--- config.mk ---
export PLATFORM = sky130hd
export DESIGN_NAME = ppm_p6_framebuffer_writer
export DESIGN_NICKNAME = d
export VERILOG_FILES = /design/src/ppf_pkg.sv /design/src/ppf_front.sv /design/src/ppf_queue.sv /design/src/ppf_back.sv /design/src/ppm_p6_framebuffer_writer.sv
export SDC_FILE = /design/constraint.sdc
export NUM_CORES = 2
export LEC_CHECK = 0
export BUFFER_PORTS_ARGS = -buffer_cell sky130_fd_sc_hd__buf_4
export CAP_MARGIN = 10
export CORE_MARGIN = 2
export CORE_UTILIZATION = 36
export DETAILED_ROUTE_END_ITERATION = 12
export SLEW_MARGIN = 15
export SYNTH_ARGS = -nofsm -noshare
export SYNTH_HDL_FRONTEND = slang
export SYNTH_SLANG_ARGS = --single-unit
--- constraint.sdc ---
create_clock -name i_clk -period 7.25 [get_ports i_clk]
set_input_delay 0.3625 -clock i_clk [delete_from_list [all_inputs] [get_ports i_clk]]
set_output_delay 0.3625 -clock i_clk [all_outputs]
set_load 0.05 [all_outputs]
--- src/ppf_pkg.sv ---
package ppf_pkg;

    typedef enum logic [2:0] {
        PH_MAGIC0,
        PH_MAGIC1,
        PH_SEP,
        PH_WIDTH,
        PH_HEIGHT,
        PH_MAXVAL,
        PH_PIXELS,
        PH_HALT
    } t_phase;

    typedef enum logic [1:0] {
        KIND_PIXEL    = 2'd0,
        KIND_HEADER   = 2'd1,
        KIND_BADMAGIC = 2'd2
    } t_kind;

    typedef struct packed {
        t_kind       kind;
        logic [23:0] color;
        logic [15:0] width;
        logic [15:0] height;
    } t_req;

    localparam logic [7:0] MAGIC0_BYTE  = 8'h50;
    localparam logic [7:0] MAGIC1_BYTE  = 8'h36;
    localparam logic [7:0] SPACE_BYTE   = 8'h20;
    localparam logic [7:0] NEWLINE_BYTE = 8'h0A;
    localparam logic [7:0] DIGIT_ZERO   = 8'h30;

    localparam logic [1:0] BIP_RED   = 2'd0;
    localparam logic [1:0] BIP_GREEN = 2'd1;
    localparam logic [1:0] BIP_BLUE  = 2'd2;

    localparam logic REG_FRAME_BASE  = 1'b0;
    localparam logic REG_LINE_STRIDE = 1'b1;

    localparam int QUEUE_DEPTH    = 4;
    localparam int QUEUE_PTR_BITS = $clog2(QUEUE_DEPTH);

endpackage

--- src/ppf_front.sv ---
module ppf_front #(
    parameter int DIM_BITS = 16
) (
    input  logic                i_clk,
    input  logic                i_rst_n,
    input  logic                i_valid,
    output logic                o_ready,
    input  logic [7:0]          i_byte,
    input  logic                i_start,
    output logic                o_req_valid,
    output ppf_pkg::t_req       o_req,
    output logic [DIM_BITS-1:0] o_row,
    output logic [DIM_BITS-1:0] o_col,
    input  logic                i_req_ready
);
    import ppf_pkg::*;

    localparam int ACC_BITS = DIM_BITS + 5;

    t_phase              r_phase, n_phase, cur_phase;
    logic [DIM_BITS-1:0] r_width, n_width, cur_width;
    logic [DIM_BITS-1:0] r_height, n_height, cur_height;
    logic [1:0]          r_bip, n_bip, cur_bip;
    logic [7:0]          r_red, n_red, cur_red;
    logic [7:0]          r_green, n_green, cur_green;
    logic [DIM_BITS-1:0] r_col, n_col, cur_col;
    logic [DIM_BITS-1:0] r_row, n_row, cur_row;
    logic [DIM_BITS-1:0] col_inc;
    logic [31:0]         width_ext;
    logic [31:0]         height_ext;
    logic                produce;
    logic                accept;

    function automatic logic [DIM_BITS-1:0] f_add_digit(
        input logic [DIM_BITS-1:0] acc,
        input logic [7:0]          b
    );
        logic [7:0]          digit;
        logic [ACC_BITS-1:0] wide;
        logic [ACC_BITS-1:0] sum;
        logic [ACC_BITS-1:0] limit;
        digit = b - DIGIT_ZERO;
        wide  = ACC_BITS'(acc);
        limit = ACC_BITS'({DIM_BITS{1'b1}});
        sum   = (wide << 3) + (wide << 1) + ACC_BITS'(digit);
        if (sum > limit) begin
            f_add_digit = {DIM_BITS{1'b1}};
        end else begin
            f_add_digit = sum[DIM_BITS-1:0];
        end
    endfunction

    assign o_ready = i_req_ready;
    assign accept  = i_valid && i_req_ready;

    always_comb begin
        if (i_start) begin
            cur_phase  = PH_MAGIC0;
            cur_width  = '0;
            cur_height = '0;
            cur_bip    = BIP_RED;
            cur_red    = '0;
            cur_green  = '0;
            cur_col    = '0;
            cur_row    = '0;
        end else begin
            cur_phase  = r_phase;
            cur_width  = r_width;
            cur_height = r_height;
            cur_bip    = r_bip;
            cur_red    = r_red;
            cur_green  = r_green;
            cur_col    = r_col;
            cur_row    = r_row;
        end
    end

    assign col_inc = cur_col + 1'b1;

    always_comb begin
        n_phase  = cur_phase;
        n_width  = cur_width;
        n_height = cur_height;
        n_bip    = cur_bip;
        n_red    = cur_red;
        n_green  = cur_green;
        n_col    = cur_col;
        n_row    = cur_row;
        unique case (cur_phase)
            PH_MAGIC0: begin
                n_phase = (i_byte == MAGIC0_BYTE) ? PH_MAGIC1 : PH_HALT;
            end
            PH_MAGIC1: begin
                n_phase = (i_byte == MAGIC1_BYTE) ? PH_SEP : PH_HALT;
            end
            PH_SEP: begin
                n_phase = PH_WIDTH;
            end
            PH_WIDTH: begin
                if (i_byte == SPACE_BYTE) begin
                    n_phase = PH_HEIGHT;
                end else begin
                    n_width = f_add_digit(cur_width, i_byte);
                end
            end
            PH_HEIGHT: begin
                if (i_byte == NEWLINE_BYTE) begin
                    n_phase = PH_MAXVAL;
                end else begin
                    n_height = f_add_digit(cur_height, i_byte);
                end
            end
            PH_MAXVAL: begin
                if (i_byte == NEWLINE_BYTE) begin
                    n_phase = PH_PIXELS;
                    n_bip   = BIP_RED;
                end
            end
            PH_PIXELS: begin
                if (cur_bip == BIP_RED) begin
                    n_red = i_byte;
                    n_bip = BIP_GREEN;
                end else if (cur_bip == BIP_GREEN) begin
                    n_green = i_byte;
                    n_bip   = BIP_BLUE;
                end else begin
                    n_bip = BIP_RED;
                    if (col_inc >= cur_width) begin
                        n_col = '0;
                        n_row = cur_row + 1'b1;
                    end else begin
                        n_col = col_inc;
                    end
                end
            end
            PH_HALT: begin
                n_phase = PH_HALT;
            end
            default: begin
                n_phase = PH_HALT;
            end
        endcase
    end

    assign width_ext  = 32'(cur_width);
    assign height_ext = 32'(cur_height);

    always_comb begin
        produce      = 1'b0;
        o_req.kind   = KIND_PIXEL;
        o_req.color  = '0;
        o_req.width  = '0;
        o_req.height = '0;
        unique case (cur_phase)
            PH_MAGIC0: begin
                produce    = (i_byte != MAGIC0_BYTE);
                o_req.kind = KIND_BADMAGIC;
            end
            PH_MAGIC1: begin
                produce    = (i_byte != MAGIC1_BYTE);
                o_req.kind = KIND_BADMAGIC;
            end
            PH_HEIGHT: begin
                produce      = (i_byte == NEWLINE_BYTE);
                o_req.kind   = KIND_HEADER;
                o_req.width  = width_ext[15:0];
                o_req.height = height_ext[15:0];
            end
            PH_PIXELS: begin
                produce     = (cur_bip != BIP_RED) && (cur_bip != BIP_GREEN);
                o_req.kind  = KIND_PIXEL;
                o_req.color = {cur_red, cur_green, i_byte};
            end
            default: begin
                produce = 1'b0;
            end
        endcase
    end

    assign o_req_valid = i_valid && produce;
    assign o_row       = cur_row;
    assign o_col       = cur_col;

    always_ff @(posedge i_clk) begin
        if (!i_rst_n) begin
            r_phase  <= PH_MAGIC0;
            r_width  <= '0;
            r_height <= '0;
            r_bip    <= BIP_RED;
            r_red    <= '0;
            r_green  <= '0;
            r_col    <= '0;
            r_row    <= '0;
        end else if (accept) begin
            r_phase  <= n_phase;
            r_width  <= n_width;
            r_height <= n_height;
            r_bip    <= n_bip;
            r_red    <= n_red;
            r_green  <= n_green;
            r_col    <= n_col;
            r_row    <= n_row;
        end
    end

endmodule

--- src/ppf_queue.sv ---
module ppf_queue #(
    parameter int WIDTH = 8
) (
    input  logic             i_clk,
    input  logic             i_rst_n,
    input  logic             i_push,
    input  logic [WIDTH-1:0] i_data,
    output logic             o_ready,
    output logic             o_valid,
    output logic [WIDTH-1:0] o_data,
    input  logic             i_pop
);
    import ppf_pkg::*;

    logic [WIDTH-1:0]          r_mem [QUEUE_DEPTH];
    logic [QUEUE_PTR_BITS-1:0] r_wr_ptr;
    logic [QUEUE_PTR_BITS-1:0] r_rd_ptr;
    logic [QUEUE_PTR_BITS:0]   r_count;
    logic                      do_push;
    logic                      do_pop;

    assign o_ready = (r_count != (QUEUE_PTR_BITS + 1)'(QUEUE_DEPTH));
    assign o_valid = (r_count != '0);
    assign o_data  = r_mem[r_rd_ptr];
    assign do_push = i_push && o_ready;
    assign do_pop  = i_pop && o_valid;

    always_ff @(posedge i_clk) begin
        if (do_push) begin
            r_mem[r_wr_ptr] <= i_data;
        end
    end

    always_ff @(posedge i_clk) begin
        if (!i_rst_n) begin
            r_wr_ptr <= '0;
            r_rd_ptr <= '0;
            r_count  <= '0;
        end else begin
            if (do_push) begin
                r_wr_ptr <= r_wr_ptr + 1'b1;
            end
            if (do_pop) begin
                r_rd_ptr <= r_rd_ptr + 1'b1;
            end
            if (do_push && !do_pop) begin
                r_count <= r_count + 1'b1;
            end else if (do_pop && !do_push) begin
                r_count <= r_count - 1'b1;
            end
        end
    end

endmodule

--- src/ppf_back.sv ---
module ppf_back #(
    parameter int DIM_BITS = 16
) (
    input  logic                i_clk,
    input  logic                i_rst_n,
    input  logic                i_q_valid,
    input  ppf_pkg::t_req       i_q_req,
    input  logic [DIM_BITS-1:0] i_q_row,
    input  logic [DIM_BITS-1:0] i_q_col,
    output logic                o_pop,
    input  logic [31:0]         i_frame_base,
    input  logic [15:0]         i_line_stride,
    output logic                o_valid,
    input  logic                i_ready,
    output ppf_pkg::t_req       o_req,
    output logic [31:0]         o_addr
);
    import ppf_pkg::*;

    logic                r_s1_valid;
    t_req                r_s1_req;
    logic [DIM_BITS-1:0] r_s1_col;
    logic [31:0]         r_s1_prod;
    logic                r_out_valid;
    t_req                r_out_req;
    logic [31:0]         r_out_addr;
    logic                s1_ready;
    logic                s2_ready;
    logic [31:0]         n_prod;
    logic [31:0]         n_addr;

    assign s2_ready = !r_out_valid || i_ready;
    assign s1_ready = !r_s1_valid || s2_ready;
    assign o_pop    = i_q_valid && s1_ready;
    assign n_prod   = 32'(i_line_stride) * 32'(i_q_row);

    always_comb begin
        if (r_s1_req.kind == KIND_PIXEL) begin
            n_addr = i_frame_base + (r_s1_prod << 2) + (32'(r_s1_col) << 2);
        end else begin
            n_addr = '0;
        end
    end

    always_ff @(posedge i_clk) begin
        if (o_pop) begin
            r_s1_req  <= i_q_req;
            r_s1_col  <= i_q_col;
            r_s1_prod <= n_prod;
        end
        if (r_s1_valid && s2_ready) begin
            r_out_req  <= r_s1_req;
            r_out_addr <= n_addr;
        end
    end

    always_ff @(posedge i_clk) begin
        if (!i_rst_n) begin
            r_s1_valid  <= 1'b0;
            r_out_valid <= 1'b0;
        end else begin
            if (s1_ready) begin
                r_s1_valid <= i_q_valid;
            end
            if (s2_ready) begin
                r_out_valid <= r_s1_valid;
            end
        end
    end

    assign o_valid = r_out_valid;
    assign o_req   = r_out_req;
    assign o_addr  = r_out_addr;

endmodule

--- src/ppm_p6_framebuffer_writer.sv ---
// Binary PPM (P6) image to framebuffer pixel writes.
// Slave stream: one file byte per request on tdata, tuser high on the first
// byte of a file restarts header parsing. Master stream: one result per
// request that makes one, kind on tuser (pixel write, header parsed, bad
// magic), address, color and parsed size on tdata.
// Configuration channel: index 0 writes the frame base byte address,
// index 1 the line stride in pixels; always ready.
// Throughput: one byte per cycle while the queue has room. The parser
// updates its state in the cycle a byte is taken; a four-entry queue then
// feeds a two-stage address unit (stride by row multiply, then base and
// column add). A result is held in the queue, the multiply stage and the
// output register in turn before it appears on the master side.
// Receiver stall: results back up into the output register, address stage
// and queue; the slave side drops tready only when the queue is full.
// Reset: synchronous, active low; clears the parser to expect the first
// magic byte, empties the queue and pipeline, zeros base and stride.
module ppm_p6_framebuffer_writer #(
    parameter int DIM_BITS = 16
) (
    input  logic        i_clk,
    input  logic        i_rst_n,
    input  logic        i_s_axis_tvalid,
    output logic        o_s_axis_tready,
    input  logic [7:0]  i_s_axis_tdata,   // [7:0] file_byte
    input  logic [0:0]  i_s_axis_tuser,   // [0] start_of_file
    output logic        o_m_axis_tvalid,
    input  logic        i_m_axis_tready,
    output logic [87:0] o_m_axis_tdata,   // [31:0] write_address, [55:32] pixel_color,
                                          // [71:56] image_width, [87:72] image_height
    output logic [1:0]  o_m_axis_tuser,   // [1:0] result_kind
    input  logic        i_cfg_valid,
    output logic        o_cfg_ready,
    input  logic        i_cfg_index,
    input  logic [31:0] i_cfg_data
);
    import ppf_pkg::*;

    localparam int Q_WIDTH = $bits(t_req) + 2 * DIM_BITS;

    logic [31:0]         r_frame_base;
    logic [15:0]         r_line_stride;
    logic                front_req_valid;
    t_req                front_req;
    logic [DIM_BITS-1:0] front_row;
    logic [DIM_BITS-1:0] front_col;
    logic                q_ready;
    logic                q_valid;
    logic [Q_WIDTH-1:0]  q_data;
    t_req                q_req;
    logic [DIM_BITS-1:0] q_row;
    logic [DIM_BITS-1:0] q_col;
    logic                q_pop;
    t_req                out_req;
    logic [31:0]         out_addr;

    assign o_cfg_ready = 1'b1;

    always_ff @(posedge i_clk) begin
        if (!i_rst_n) begin
            r_frame_base  <= '0;
            r_line_stride <= '0;
        end else if (i_cfg_valid) begin
            unique case (i_cfg_index)
                REG_FRAME_BASE:  r_frame_base  <= i_cfg_data;
                REG_LINE_STRIDE: r_line_stride <= i_cfg_data[15:0];
                default: begin
                end
            endcase
        end
    end

    ppf_front #(
        .DIM_BITS (DIM_BITS)
    ) u_front (
        .i_clk       (i_clk),
        .i_rst_n     (i_rst_n),
        .i_valid     (i_s_axis_tvalid),
        .o_ready     (o_s_axis_tready),
        .i_byte      (i_s_axis_tdata),
        .i_start     (i_s_axis_tuser[0]),
        .o_req_valid (front_req_valid),
        .o_req       (front_req),
        .o_row       (front_row),
        .o_col       (front_col),
        .i_req_ready (q_ready)
    );

    ppf_queue #(
        .WIDTH (Q_WIDTH)
    ) u_queue (
        .i_clk   (i_clk),
        .i_rst_n (i_rst_n),
        .i_push  (front_req_valid),
        .i_data  ({front_req, front_row, front_col}),
        .o_ready (q_ready),
        .o_valid (q_valid),
        .o_data  (q_data),
        .i_pop   (q_pop)
    );

    assign {q_req, q_row, q_col} = q_data;

    ppf_back #(
        .DIM_BITS (DIM_BITS)
    ) u_back (
        .i_clk         (i_clk),
        .i_rst_n       (i_rst_n),
        .i_q_valid     (q_valid),
        .i_q_req       (q_req),
        .i_q_row       (q_row),
        .i_q_col       (q_col),
        .o_pop         (q_pop),
        .i_frame_base  (r_frame_base),
        .i_line_stride (r_line_stride),
        .o_valid       (o_m_axis_tvalid),
        .i_ready       (i_m_axis_tready),
        .o_req         (out_req),
        .o_addr        (out_addr)
    );

    assign o_m_axis_tdata = {out_req.height, out_req.width, out_req.color, out_addr};
    assign o_m_axis_tuser = out_req.kind;

endmodule
; Word-level counts from Yosys, hierarchy flattened
; Memories as Yosys holds them, arrays and structs flattened. A register that Yosys moved wholly into a read port is not among the register bits.
; Cells that the tools add are included.
[word_totals]
ff_bits = 336
ramBits = 360
elab_cells = 132
memories = 1
[memory_table]
columns = memory, depth, word_bits, read_ports, rd_clocked_by_memory_dff, wr, line
row1 = u_queue.r_mem, 4, 90, 1, 1, 1, ppf_queue.sv:15  ; logic [WIDTH-1:0] r_mem [QUEUE_DEPTH];
[op_classes]
add_sub_neg = 13
n_mul = 1
order_cmp = 3
n_eq_ne = 16
muxes = 47
bitwise = 1
reduce_logical = 24
[ops]
columns = cell, count
row1 = $mux W16, 18
row2 = $mux W8, 7
row3 = $add A21 B8 Y21, 2
row4 = $gt A21 B16 Y1 const B, 2
row5 = $add A19 B17 Y20, 2
row6 = $add A16 B1 Y16 const B, 2
row7 = $add A32 B18 Y32, 1
row8 = $add A32 B32 Y32, 1
row9 = $mux W32, 1
row10 = $mul A16 B16 Y30, 1
row11 = $mux W24, 1
row12 = $mux W3, 8
row13 = $pmux W3 S7, 1
row14 = $eq A8 B6 Y1 const B, 2
row15 = $ge A16 B16 Y1, 1
row16 = $eq A3 B3 Y1 const B, 4
row17 = $mux W2, 6
row18 = $logic_and A1 B1 Y1, 9
row19 = $eq A8 B4 Y1 const B, 1
row20 = $eq A8 B7 Y1 const B, 1
row21 = $ne A8 B6 Y1 const B, 1
row22 = $ne A8 B7 Y1 const B, 1
row23 = $pmux W2 S2, 2
row24 = $sub A8 B6 Y8 const B, 1
row25 = other kinds (19), 29

; Depth between registers and ports, before layout
[logic_depth]
ltp_word = 10
ltp_mapped = 26

; Hierarchy
; Synthesis repeated with hierarchy kept, for this count alone.
[hier_totals]
hier_cells = 3127
area_unflattened_um2 = 39336.5
[by_module_without_submodules]
columns = mod, instances, cells_per_inst, area_each_um2, seq_area_each_um2
row1 = ppf_back, 1, 1436, 16375.7, 5865.6
row2 = ppf_queue, 1, 518, 13556.8, 10990.5
row3 = ppf_front, 1, 978, 7532.2, 1701.6
row4 = ppm_p6_framebuffer_writer, 1, 195, 1871.8, 960.9

; Worst setup path before layout
; Ideal clock, no wire load.
[synth_timing]
path_kind = reg-to-reg
from = register u_back.r_out_valid (netlist: u_back.o_valid)
to = register u_queue.r_count[2]
arrival_time_ns = 7.259
required_ns = 7.180
path_slack_ns = -0.080
path_stages_with_launch = 10
path_buffers = 0
period_less_slack_ns = 7.330
path_cell_list = dfxtp_1 > nor2b_1 > a21oi_1 > inv_1 > ha_1 > inv_1 > fa_1 > xor2_1 > or3_1 > a21oi_1
[synth_via]
elab_chain_cells = 8
[synth_lines]
columns = element, line
row1 = start: declaration, ppf_back.sv:24  ; logic r_out_valid;
row2 = start signal: assignment, ppf_back.sv:66  ; r_out_valid <= r_s1_valid;
row3 = $logic_not A1 Y1 (*), ppf_back.sv:32  ; assign s2_ready = !r_out_valid || i_ready;
row4 = $logic_or A1 B1 Y1 (*), ppf_back.sv:32
row5 = $logic_or A1 B1 Y1 (*), ppf_back.sv:33  ; assign s1_ready = !r_s1_valid || s2_ready;
row6 = $logic_and A1 B1 Y1 (*), ppf_back.sv:34  ; assign o_pop = i_q_valid && s1_ready;
row7 = via q_pop, ppm_p6_framebuffer_writer.sv:52  ; logic q_pop;
row8 = $logic_and A1 B1 Y1 (*), ppf_queue.sv:26  ; assign do_pop = i_pop && o_valid;
row9 = $logic_not A1 Y1, ppf_queue.sv:46  ; if (do_push && !do_pop) begin
row10 = $logic_and A1 B1 Y1, ppf_queue.sv:46
row11 = $mux W3 or $reduce_bool A2 Y1 (tied branches), n/a
row12 = end signal: assignment, ppf_queue.sv:47  ; r_count <= r_count + 1'b1;
row13 = end signal: assignment, ppf_queue.sv:49  ; r_count <= r_count - 1'b1;
row14 = end: declaration, ppf_queue.sv:18  ; logic [QUEUE_PTR_BITS:0] r_count;
; The timed path passes the listed nets; every way through them passes the cells marked *.
; A chain may end at the register's enable or synchronous reset.

==> results.cfg <==
[outcome]
run_status = finished clean

[final_layout]
area_delta_synth_final_pct = 14.1
drive_gt1_frac = 0.131
n_antenna_cell = 0
layoutNonFillerInstCount = 4793
fin_nets = 3796

[synthesis]
synthMuxAreaShare = 0.0542
synth_area_leaders = edfxtp_1 (43%), fa_1 (11%), dfxtp_1 (7.4%)
yosysTopAreaCellShare = 0.428
avgSynthCellArea_sq_um = 12.3
synth_warnings = 0
synth_cells = 3167
synth.distinct_cells = 87
synth_xor_xnor_area_share = 0.0252
synthSimpleGateAreaFrac = 0.122
synthArstFlopShare = 0
yosysSeqAreaShare = 0.502
syn_area_sq_mm = 0.0389
ys_seq_elements = 698
synth_fa_ha_area_frac = 0.176
synth_nets = 3632
synthFlopType = edfxtp_1
synth_top_family_by_area = adder cells
synth-compound-area-share = 0.0795
synth_top_cell_by_area = edfxtp_1
synth_edf_count = 554

[critical_path]
crit_path_frequent_cell = fa_1
critPathTopFamily = adder cells
crit_path_max_fanout = 16
arrival_ns = 7.31
crit_type = reg2reg
crit_slowest_cell = mux4_2
cp-end-kind = flip-flop
crit_chain = mux4_2, and2_1, fa_1, inv_1, fa_1, fa_1, fa_1, inv_1, fa_1, fa_1, ha_1, and4_1, a21o_1, a211o_1, a21oi_1, or3_1, nand3_1, a31o_2, a21oi_1, xnor2_1
crit_path_max_incr_delay_ns = 0.68
crit_buf_inv = 2
worst_setup_path_start_kind = flip-flop
worstPathRequired_ns = 7.64

[sta]
final_hold_viol_count = 0
clock_skew_ns = 0.0344
worst_slew_pin_slew_ns = 1.08
fin_tns_setup_ns = 0
hold_slack_ns = 0.0486
worst_slack_ns = 0.329
fin_crit_ns = 6.92
timing.fmax_mhz = 144
final_max_slew_viol_count = 0
rsz0062_at_grt = no
setup_violations = 0
period_share = 0.955
maxSlewHeadroom = 0.281

[cts]
clk_pin_slew_ns = 0.06
htree_num_levels = 3
cts_tree = built
cts.sinks = 698
clockBufferDepth = 3
clk_latency_ns = 0.64
cts_setup_buffers = 0
cts_buffers = 74
clockRootBuffer = clkbuf_16

[placement]
gp_congestion = 0.848
io_buffer_count = 138
post-place-ws_ns = 0.326
dp_hpwl_mm = 62.3
dp.cells = 4630

[die]
design.die.area_sq_mm = 0.111
core_area_sq_mm = 0.107
row_count = 120
fp.dieH_um = 333
initial_core_util = 0.363
die_w_um = 333
ioPinCount = 140

[detailed_routing]
ant_nets = 0
drt_wl_total_mm = 88.6
num_vias = 24200
first_pass_iters = 5
drt-wirelength-per-cell_um = 18.5
drtIter0Drc = 1773
vias_per_cell = 5.05
drc_errors = 0

[power_and_ir_drop]
p_leak_nw = 17.2
powerDensity_mw_per_mm2 = 333
p_total_w = 0.0148
vdd_drop_max_mv = 0.206

[min_path]
hold_path.class = in2reg

[global_route]
grt_max_degree = 76
grt_antenna_before_repair = 1
grt_pass1_vias = 24700
globalRouteOverflowTotal = 0
gr-usage-all-layers = 0.160
grt_pass1_wl_mm = 140

[flow_run]
max-cap-violations = 0
==> flip-flops by register name, summed over array words and instances, names as in the netlist, 30 cells and up, named ones only <==
| register | count |
|---|---|
| r_frame_base | 32 |
| u_queue.r_mem | 360 |
| u_back.r_s1_req | 58 |
| u_back.o_addr | 32 |
| u_back.r_s1_prod | 30 |
| u_back.o_req | 58 |
==> power by group <==
group / switching [W] / total (W) / leakage, nW / internal, W
sequential: 0.000318 / 0.00567 / 6.34 / 0.00535
combinational: 0.00328 / 0.00521 / 9.59 / 0.00194
clock: 0.00159 / 0.00388 / 1.22 / 0.00229
==> worst min-delay path: stages <==
cell and delay [ns]:
buf_4 0.13, nand2_1 0.06, a21oi_1 0.05
==> final timing paths <==
| path | startpoint | slack, ns | cells after the start | endpoint |
|---|---|---|---|---|
| hold / removal | i_cfg_data[5] | 0.05 | 3 | r_line_stride[5] |
| setup reg to reg | flip-flop | 0.33 | 20 | u_back.r_s1_prod[27] |
| hold reg to reg | u_back.r_s1_req[21] | 0.41 | 0 | u_back.o_req[21] |
| setup / recovery | flip-flop | 0.33 | 20 | u_back.r_s1_prod[27] |
==> routing by layer <==
metal | wire length (um) | track usage | vias to the layer above
met4 | 2260 | 0.0441 | 0
met5 | 0 | 0 | -
met2 | 40200 | 0.256 | 582
li1 | - | - | 11500
met1 | 41700 | 0.226 | 12000
met3 | 4490 | 0.0265 | 141
==> area by class of cell <==
type | instances | area [sq um]
multi-input cells | 2057 | 17800
well taps | 1403 | 1760
repair buffers | 214 | 1690
clock buffers | 89 | 1980
flip-flops and latches | 698 | 19500
inverters | 286 | 1080
clock inverters | 46 | 523
fillers | 10000 | 62700
==> timing repair <==
action	in CTS	in global routing
resized for setup	0	0
hold endpoints to repair	33	0
setup endpoints to repair	0	0
hold buffers	28	0
==> logic make-up (layout without fill, tap and decap cells) <==
group           count (synthesis)  count (layout)
flops                         698             698
mux                            98              98
xor+xnor                      112             112
simple gates                  964             964
other cells                     1               1
buf+inv                       412             635
compound gates                464             464
fa+ha+maj                     418             418
==> metrics by stage <==
| stage | utilization | cell area, sq um |
|---|---|---|
| after global placement | 0.389 | 41600 |
| after global routing | 0.415 | 44400 |
| after detailed placement | 0.389 | 41600 |
| after CTS | 0.415 | 44400 |
| final | 0.415 | 44400 |
| after floorplan | - | 38900 |
==> cell usage after synthesis, drive strengths merged (4+ instances only) <==
| library cell | number |
|---|---|
| a31oi | 8 |
| a21o | 38 |
| o21ai | 110 |
| xor2 | 40 |
| nor4b | 9 |
| o21bai | 12 |
| dfxtp | 144 |
| nor2b | 56 |
| a21boi | 5 |
| o31a | 5 |
| or2 | 9 |
| nor3 | 41 |
| fa | 215 |
| nor3b | 7 |
| o31ai | 4 |
| mux4 | 90 |
| a211o | 6 |
| nand3b | 8 |
| or3 | 8 |
| o211ai | 6 |
| and3 | 22 |
| inv | 286 |
| o21a | 15 |
| nor2 | 164 |
| nor4 | 7 |
| a22oi | 32 |
| nand2 | 350 |
| and2 | 160 |
| buf | 17 |
| xnor2 | 72 |
| clkbuf | 109 |
| nand2b | 44 |
| a211oi | 23 |
| ha | 203 |
| a2111oi | 15 |
| a21oi | 142 |
| edfxtp | 554 |
| o2bb2a | 5 |
| nand3 | 44 |
| o41ai | 5 |
| o22ai | 4 |
| nand4 | 17 |
| mux2i | 8 |
==> cells in the final DEF, fill, tap and decap left out, types with 22 or more instances in the layout <==
cell type        n
xor2_1          40
inv_1          285
a21o_1          37
mux4_2          90
a21oi_1        141
o21ai_0         87
nor2_1         163
and3_1          22
edfxtp_1       554
clkbuf_16       76
dfxtp_1        142
fa_1           215
buf_4          185
nand3_1         44
nor3_1          41
nand2_1        350
a22oi_1         32
nor2b_1         54
nand2b_1        44
o21ai_1         23
xnor2_1         72
ha_1           203
dlygate4sd3_1   28
and2_1         156
Power figures use the tool's default switching activity.
